`src/sv/rbtp_pkg.sv`:
```
// Package: shared constants, opcodes and types of the radial brush texel painter.
`default_nettype none
package rbtp_pkg;

  localparam int DEF_MAX_WIDTH  = 128;
  localparam int DEF_MAX_HEIGHT = 128;
  localparam int DEF_MAX_RADIUS = 32;

  localparam int CH_W    = 16;
  localparam int FRAC    = CH_W - 1;
  localparam int TEXEL_W = 4 * CH_W;
  localparam logic [CH_W-1:0] ONE = CH_W'(1) << FRAC;

  localparam int POS_W   = 7;
  localparam int RAD_W   = 6;
  localparam int OFS_W   = RAD_W + 2;
  localparam int D2_W    = 2 * RAD_W + 1;
  localparam int ROOT_W  = (D2_W + 2 * FRAC + 1) / 2;
  localparam int NUM_W   = RAD_W + FRAC;
  localparam int MUL_W   = ROOT_W + 1;
  localparam int DELTA_W = 20;

  localparam logic [1:0] OP_STAMP = 2'd0;
  localparam logic [1:0] OP_WRITE = 2'd1;
  localparam logic [1:0] OP_FILL  = 2'd2;
  localparam logic [1:0] OP_READ  = 2'd3;

  localparam logic [1:0] CH_NONE = 2'd3;

  typedef struct packed {
    logic signed [OFS_W-1:0] dx;
    logic signed [OFS_W-1:0] dz;
    logic [RAD_W-1:0]        rad;
    logic signed [CH_W-1:0]  gain;
  } calc_req_t;

  function automatic logic [CH_W-1:0] sat_one(input logic [CH_W-1:0] v);
    return (v > ONE) ? ONE : v;
  endfunction

endpackage
`default_nettype wire

```
`src/sv/rbtp_calc.sv`:
```
// Shared multiply/root/divide unit: falloff delta of one texel, one phase at a time.
`default_nettype none
module rbtp_calc
  import rbtp_pkg::*;
(
  input  wire logic                      clk,
  input  wire logic                      rst,
  input  wire logic                      go,
  input  wire calc_req_t                 req,
  output logic                           done,
  output logic signed [DELTA_W-1:0]      delta
);

  localparam logic [2:0] P_IDLE = 3'd0;
  localparam logic [2:0] P_DX   = 3'd1;
  localparam logic [2:0] P_DZ   = 3'd2;
  localparam logic [2:0] P_SQRT = 3'd3;
  localparam logic [2:0] P_DIV  = 3'd4;
  localparam logic [2:0] P_MUL  = 3'd5;
  localparam logic [2:0] P_OUT  = 3'd6;

  logic [2:0]                  phase;
  logic [4:0]                  step;
  calc_req_t                   rq;
  logic [D2_W-1:0]             d2_acc;
  logic [D2_W+2*FRAC-1:0]      target;
  logic [ROOT_W-1:0]           root;
  logic [NUM_W-1:0]            num;
  logic [RAD_W:0]              rem;
  logic [CH_W-1:0]             quo;
  logic signed [31:0]          prod;

  logic [ROOT_W-1:0]           trial;
  logic signed [MUL_W-1:0]     op_a;
  logic signed [MUL_W-1:0]     op_b;
  logic signed [2*MUL_W-1:0]   mul;
  logic                        sq_le;
  logic signed [NUM_W+1:0]     n_val;
  logic [RAD_W:0]              rem_sh;
  logic                        ge;
  logic signed [31:0]          rnd;

  assign trial = root | (ROOT_W'(1) << step);

  always_comb begin
    unique case (phase)
      P_DX: begin
        op_a = MUL_W'(rq.dx);
        op_b = MUL_W'(rq.dx);
      end
      P_DZ: begin
        op_a = MUL_W'(rq.dz);
        op_b = MUL_W'(rq.dz);
      end
      P_MUL: begin
        op_a = $signed(MUL_W'(quo));
        op_b = MUL_W'(rq.gain);
      end
      default: begin
        op_a = $signed({1'b0, trial});
        op_b = $signed({1'b0, trial});
      end
    endcase
  end

  assign mul    = op_a * op_b;
  assign sq_le  = mul[D2_W+2*FRAC:0] <= {1'b0, target};
  assign n_val  = $signed({2'b00, rq.rad, FRAC'(0)}) - $signed({1'b0, root});
  assign rem_sh = {rem[RAD_W-1:0], num[step]};
  assign ge     = rem_sh >= {1'b0, rq.rad};
  assign rnd    = prod + 32'sd2048;
  assign delta  = DELTA_W'(rnd >>> 12);
  assign done   = phase == P_OUT;

  always_ff @(posedge clk) begin
    if (rst) begin
      phase <= P_IDLE;
    end else begin
      unique case (phase)
        P_IDLE: begin
          if (go) begin
            rq    <= req;
            phase <= P_DX;
          end
        end
        P_DX: begin
          d2_acc <= mul[D2_W-1:0];
          phase  <= P_DZ;
        end
        P_DZ: begin
          target <= {d2_acc + mul[D2_W-1:0], (2 * FRAC)'(0)};
          root   <= '0;
          step   <= 5'(ROOT_W - 1);
          phase  <= P_SQRT;
        end
        P_SQRT: begin
          if (sq_le) root <= trial;
          if (step == 5'd0) begin
            phase <= P_DIV;
            step  <= 5'(NUM_W - 1);
            rem   <= '0;
            quo   <= '0;
          end else begin
            step <= step - 5'd1;
          end
        end
        P_DIV: begin
          if (step == 5'(NUM_W - 1) && n_val <= 0) begin
            phase <= P_MUL;
          end else begin
            if (step == 5'(NUM_W - 1)) begin
              num <= NUM_W'(n_val);
              step <= step - 5'd1;
              rem  <= {6'd0, n_val[NUM_W-1]} >= {1'b0, rq.rad} ?
                      {6'd0, n_val[NUM_W-1]} - {1'b0, rq.rad} : {6'd0, n_val[NUM_W-1]};
              quo  <= {15'd0, {6'd0, n_val[NUM_W-1]} >= {1'b0, rq.rad}};
            end else begin
              rem <= ge ? rem_sh - {1'b0, rq.rad} : rem_sh;
              quo <= {quo[CH_W-2:0], ge};
              if (step == 5'd0) phase <= P_MUL;
              else step <= step - 5'd1;
            end
          end
        end
        P_MUL: begin
          prod  <= 32'(mul);
          phase <= P_OUT;
        end
        default: begin
          phase <= P_IDLE;
        end
      endcase
    end
  end

  ap_go_idle: assert property (@(posedge clk) disable iff (rst)
    go |-> phase == P_IDLE)
    else $error("calc started while running");
  ap_done_pulse: assert property (@(posedge clk) disable iff (rst)
    done |=> !done)
    else $error("calc done longer than one cycle");
  ap_div_after_root: assert property (@(posedge clk) disable iff (rst)
    (phase == P_DIV) |-> ($past(phase) == P_SQRT || $past(phase) == P_DIV))
    else $error("divide entered out of order");

endmodule
`default_nettype wire

```
`config.mk`:
```
export PLATFORM = sky130hd
export DESIGN_NAME = rbtp_calc
export DESIGN_NICKNAME = d
export VERILOG_FILES = /design/src/sv/rbtp_pkg.sv /design/src/sv/rbtp_calc.sv
export SDC_FILE = /design/constraint.sdc
export NUM_CORES = 2
export LEC_CHECK = 0
export BUFFER_PORTS_ARGS = -buffer_cell sky130_fd_sc_hd__buf_2
export CORE_MARGIN = 5
export CORE_UTILIZATION = 41
export DETAILED_ROUTE_END_ITERATION = 7
export PLACE_DENSITY = 0.55
export SYNTH_ARGS = -nofsm -noshare
export SYNTH_HDL_FRONTEND = slang
export SYNTH_SLANG_ARGS = --single-unit
```
`constraint.sdc`:
```
create_clock -name clk -period 13.8 [get_ports clk]
set_input_delay 0 -clock clk [delete_from_list [all_inputs] [get_ports clk]]
set_output_delay 0 -clock clk [all_outputs]
set_load 0.03 [all_outputs]
```
# ---- Word level (Yosys, flattened, before mapping)
# Cells that the tools add are included.
# Widths: inputs -> output; s select.
dict set report word_totals {
  reg_bits 169
  inputBits 41
  output_inout_bits 21
  elab_cells 85
}
dict set report op_classes {
  addsub 6
  multipliers 1
  magnitude_cmp 5
  eq_ne 14
  shift 1
  mux 27
  bitwise_logic 3
  reduce_logical 15
}
# cell n
set op_table {}
lappend op_table {{$pmux 23 s3} 2}
lappend op_table {{$mux 16} 3}
lappend op_table {{$le 44x43->1} 1}
lappend op_table {{$mul 23x23->44} 1}
lappend op_table {{$pmux 22 s2} 1}
lappend op_table {{$add 32x13->32 const B} 1}
lappend op_table {{$pmux 16 s2} 1}
lappend op_table {{$mux 6} 5}
lappend op_table {{$le 23x1->1 const B} 1}
lappend op_table {{$sub 21x22->23} 1}
lappend op_table {{$mux 22} 1}
lappend op_table {{$or 22x22->22} 1}
lappend op_table {{$shl 1x5->22 const A} 1}
lappend op_table {{$mux 5} 4}
lappend op_table {{$pmux 3 s6} 1}
lappend op_table {{$reduce_and 4->1} 4}
lappend op_table {{$mux 3} 5}
lappend op_table {{$pmux 5 s3} 1}
lappend op_table {{$add 13x13->13} 1}
lappend op_table {{$pmux 6 s2} 1}
lappend op_table {{$eq 3x3->1 const B} 3}
lappend op_table {{$ne 3x3->1 const B} 3}
lappend op_table {{$ne 2x2->1 const B} 4}
lappend op_table {{$ge 7x6->1} 1}
lappend op_table {{18 further kinds} 24}

# ---- Longest topological paths before layout
dict set report depth {
  word_depth 7
  mapped_depth 49
  ltp_nobuf 44
}

# ---- Worst setup path before layout
# Ideal clock, no wire load.
dict set report synth_timing {
  path_kind {reg2reg}
  startpoint {reg phase[0]}
  endpoint {reg root[0], enable pin}
  setup_ps 411
  arrival_time_ps 11757
  required_ps 13389
  path_slack_ps 1632
  stages_incl_launch_ff 46
  n_path_buf 4
  period_less_slack_ps 12168
  path_cell_list {dfxtp_1 > clkbuf_1 > nand3b_1 > a21o_1 > clkbuf_1 > inv_2 > nor2_1 > a22o_1 > clkbuf_1 > clkbuf_1 > nor2_1 > fa_1 > inv_1 > fa_1 > inv_1 > fa_1 > inv_1 > fa_1 > [... 10 more ...] > nand2b_1 > a32oi_1 > a21o_1 > a21o_1 > a21o_1 > a21oi_1 > xnor2_1 > ha_1 > nand4_1 > nor4_1 > nand4_1 > a2111o_1 > a2111o_1 > or4_1 > or4_1 > nor4b_2 > nand4bb_1 > a22oi_1}
}
dict set report synth_via {
  elab_chain_len 6
  word_cells_on_any_way 11
  classes_between {1 x mul; 1 x order compare; 5 x eq/ne; 2 x mux; 2 x reduce/logical}
}
# element line_no
set synth_lines {}
lappend synth_lines {{start, declared} rbtp_calc.sv:22} ;# logic [2:0] phase;
lappend synth_lines {{start signal, assigned} rbtp_calc.sv:77} ;# phase <= P_IDLE;
lappend synth_lines {{start signal, assigned} rbtp_calc.sv:83} ;# phase <= P_DX;
lappend synth_lines {{start signal, assigned} rbtp_calc.sv:88} ;# phase <= P_DZ;
lappend synth_lines {{$eq 3x3->1 (tied with other cells)} rbtp_calc.sv:46} ;# unique case (phase)
lappend synth_lines {{$pmux 23 s3} rbtp_calc.sv:46}
lappend synth_lines {{$mul 23x23->44 *} rbtp_calc.sv:66} ;# assign mul = op_a * op_b;
lappend synth_lines {{net mul[31]} rbtp_calc.sv:36} ;# logic signed [2*MUL_W-1:0] mul;
lappend synth_lines {{$le 44x43->1 *} rbtp_calc.sv:67} ;# assign sq_le = mul[D2_W+2*FRAC:0] <= {1'b0, target};
lappend synth_lines {{$ne 2x2->1 (no source line) *} --}
lappend synth_lines {{$reduce_and 3->1 (no source line) *} --}
lappend synth_lines {{end signal, assigned} rbtp_calc.sv:97} ;# if (sq_le) root <= trial;
lappend synth_lines {{end, declared} rbtp_calc.sv:27} ;# logic [ROOT_W-1:0] root;
# The timed path passes the listed nets; every way through them passes the cells marked *.
# A chain may end at the register's enable or synchronous reset.

# ---- Final worst setup path
dict set report layout_timing {
  startpoint {reg phase[0]}
  endpoint {reg root[20], enable pin}
}
dict set report layout_via {
  elab_chain_len 6
  word_cells_on_any_way 11
  classes_between {1 x mul; 1 x order compare; 5 x eq/ne; 2 x mux; 2 x reduce/logical}
}
# element line_no
set layout_lines {}
lappend layout_lines {{$eq 3x3->1 (tied with other cells)} rbtp_calc.sv:46}
lappend layout_lines {{$pmux 23 s3} rbtp_calc.sv:46}
lappend layout_lines {{$mul 23x23->44} rbtp_calc.sv:66}
lappend layout_lines {{$le 44x43->1} rbtp_calc.sv:67}
lappend layout_lines {{$ne 2x2->1 (no source line)} --}
lappend layout_lines {{$reduce_and 3->1 (no source line) *} --}
# Mark *: on every way between the ends. The rest lies on a longest branch, timed or not.

==> flow_summary.toml <==
[placement]
io_buffers = 61
gp_routability_congestion = 0.964
dp_hpwl_um = 74300

[clock_tree]
htree_levels = 4
tritoncts = "done"
cts_buffers = 17
clock-sinks = 158
cts_root_buffer = "clkbuf_16"
clk_path_buf_depth = 2
clk_pin_slew_ps = 90
insertion_delay_ps = 500

[synthesis]
synth-seq-cells = 158
synth_top_family_by_area = "adder cells"
synth.avg_cell_area_sq_um = 9.33
synth_edf_count = 155
synth-seq-area-share_pct = 17.1
synth_area_leaders = "fa_1, edfxtp_1, inv_1, ha_1, nor2_1"
synthAdderAreaFrac_pct = 47.4
synthDominantCellAreaShare_pct = 39.8
async_reset_ff_share_pct = 0
syn_inst = 2954
synth-compound-area-share_pct = 7.17
synthFlopType = "edfxtp_1"
synth-xor-area-share_pct = 3.46
synth_top_area_cell = "fa_1"
synth_fp_nets = 3711
netlist_area_sq_mm = 0.0276
synth_simple_gate_area_share_pct = 13.5
synth_cell_types = 75
synthMuxAreaShare_pct = 0.758
ys.warnings.count = 0

[layout]
layout_common_cells = "inv_1, fa_1, nor2_1"
utilization_pct = 45.1
syn2layout_area_growth_pct = 9.47
drive_gt1_share_pct = 6.91
layout_commonest_cell = "inv_1"
final_nets = 3798

[critical_path]
crit_type = "flip-flop to flip-flop"
crit_top_cell = "fa_1"
cp-startpoint = "phase[0]"
crit_required_ps = 13950
worst_setup_path_start_kind = "flip-flop"
worstReg2RegStart = "phase[0]"
cpPeakStageDelay_ps = 770
cp_max_fo = 22
end_kind = "flip-flop"
worstPathArrival_ps = 13270
worst_path_max_delay_cell = "o311ai_0"

[sta]
layout_min_cycle_time_ps = 13120
finalSetupTns_ps = 0
drv_slew = 0
rsz0062_at_grt = "false"
holdWs_ps = 207
slew_headroom_pct = 25.5
hold_viol = 0
max_slew.worst_pin.slew_ps = 1120
fin_worst_skew_ps = 22.5
fin_crit_sh_pct = 95.1
clock.fmax_mhz = 76.2
setup_viol = 0

[min_path]
hp-start = "req[21]"
min_path_type = "input pin to flip-flop"

[global_routing]
antenna_found_initial = 1
grt_max_degree = 43
grt_first_pass_wirelength_um = 137000
grt_overflow_total = 0
grt_pass1_vias = 22800
grt_usage_pct = 25.0

[die]
start_util_pct = 41.2
io_pins = 62
die-area_sq_mm = 0.0725
coreArea_sq_mm = 0.0669
num_rows = 95
die_y_um = 269
dieWidth_um = 269

[detailed_routing]
postRouteAntennaNets = 0
firstDrtPassIters = 5
drt_iter0_markers = 1526
vias = 21100
wl_per_cell_um = 22.7
post-route-drc-count = 0
routed_wl_um = 89400
routed_via_density = 5.38

[job]
maxCapViolCount = 0

[status]
status = "finished clean"
## worst max-delay path, delay by kind of cell, from the launching register on
| kind | cells | cell delay [ps] |
|---|---|---|
| XOR/XNOR | 1 | 120 |
| AO/OA/AOI/OAI | 12 | 4310 |
| flip-flops | 1 | 330 |
| buffers and inverters | 9 | 1180 |
| adder cells (fa/ha/maj) | 9 | 4250 |
| AND/OR/NAND/NOR | 10 | 2560 |
## metal layers
metal  GRT usage [%]  vias up  part of all wire, %
met3            4.58      158                  6.6
met4            9.74        2                  4.2
met2            41.7      755                   48
met5               0        -                0.012
li1                -     9221                    -
met1            32.7    11000                   41
## sequential cells by signal (all words and copies together), names as in the netlist
register and cells:
num 21, step 5, phase 3, rem 6
root 22, d2_acc 13, prod 21, quo 16
rq 38, target 13
## repair_timing
item | in CTS | in global routing
gates resized for setup | 0 | 11
buffers inserted | 0 | 0
endpoints found under the hold margin | 41 | 0
hold buffers | 40 | 0
endpoints found under the setup margin | 0 | 22
## path summary, 6_finish.rpt
path | endpoint | slack [ps] | depth (start not counted)
setup / recovery | root[20] | 680 | 41
hold / removal | rq[21] | 210 | 2
setup reg to reg | root[20] | 680 | 41
hold reg to reg | target[30] | 570 | 1
## synthesized netlist by cell type (4+ instances only)
| cell | count |
|---|---|
| a211oi_1 | 4 |
| inv_1 | 667 |
| a22o_1 | 8 |
| mux2i_1 | 4 |
| xor2_1 | 27 |
| o21ai_1 | 11 |
| or4_1 | 8 |
| nand4_1 | 13 |
| buf_1 | 5 |
| o21a_1 | 13 |
| o21bai_1 | 7 |
| xnor2_1 | 82 |
| nor3_1 | 26 |
| or3_1 | 10 |
| nor2b_1 | 18 |
| a21oi_1 | 119 |
| edfxtp_1 | 155 |
| and2_1 | 27 |
| o21ai_0 | 42 |
| fa_1 | 548 |
| nand2_1 | 340 |
| nor3b_1 | 4 |
| a21o_1 | 46 |
| nand3_1 | 26 |
| nand2b_1 | 14 |
| nor4_1 | 6 |
| or2_2 | 7 |
| a22oi_1 | 10 |
| a31oi_1 | 8 |
| and3_1 | 10 |
| mux4_2 | 6 |
| nor2_1 | 353 |
| o22ai_1 | 4 |
| ha_1 | 168 |
| clkbuf_1 | 93 |
## final cells by class
cell class	count	area (sq um)
flip-flops and latches	158	4720
diodes	2	5.00
fillers	6483	36700
multi-input cells	2023	20000
well taps	873	1090
inverters	671	2520
repair buffers	170	1220
clock inverters	15	188
clock buffers	17	425
## through the flow
stage                     area, sq um  cells  setup WS [ps]
after floorplan                 27600   2954           1630
after global placement          29100   3855            673
after detailed placement        29100   3855            391
after CTS                       30200   3927            303
after global routing            30200   3927           47.5
final                           30200   3929            677
## cells by family after synthesis
family | after synthesis
compound gates | 311
fa+ha+maj | 716
simple gates | 874
mux | 13
xor+xnor | 109
buf+inv | 773
flops | 158
Power is left out: the tool's default activity adds up to more than one toggle a clock period on the data nets, which glitch-free logic cannot reach.
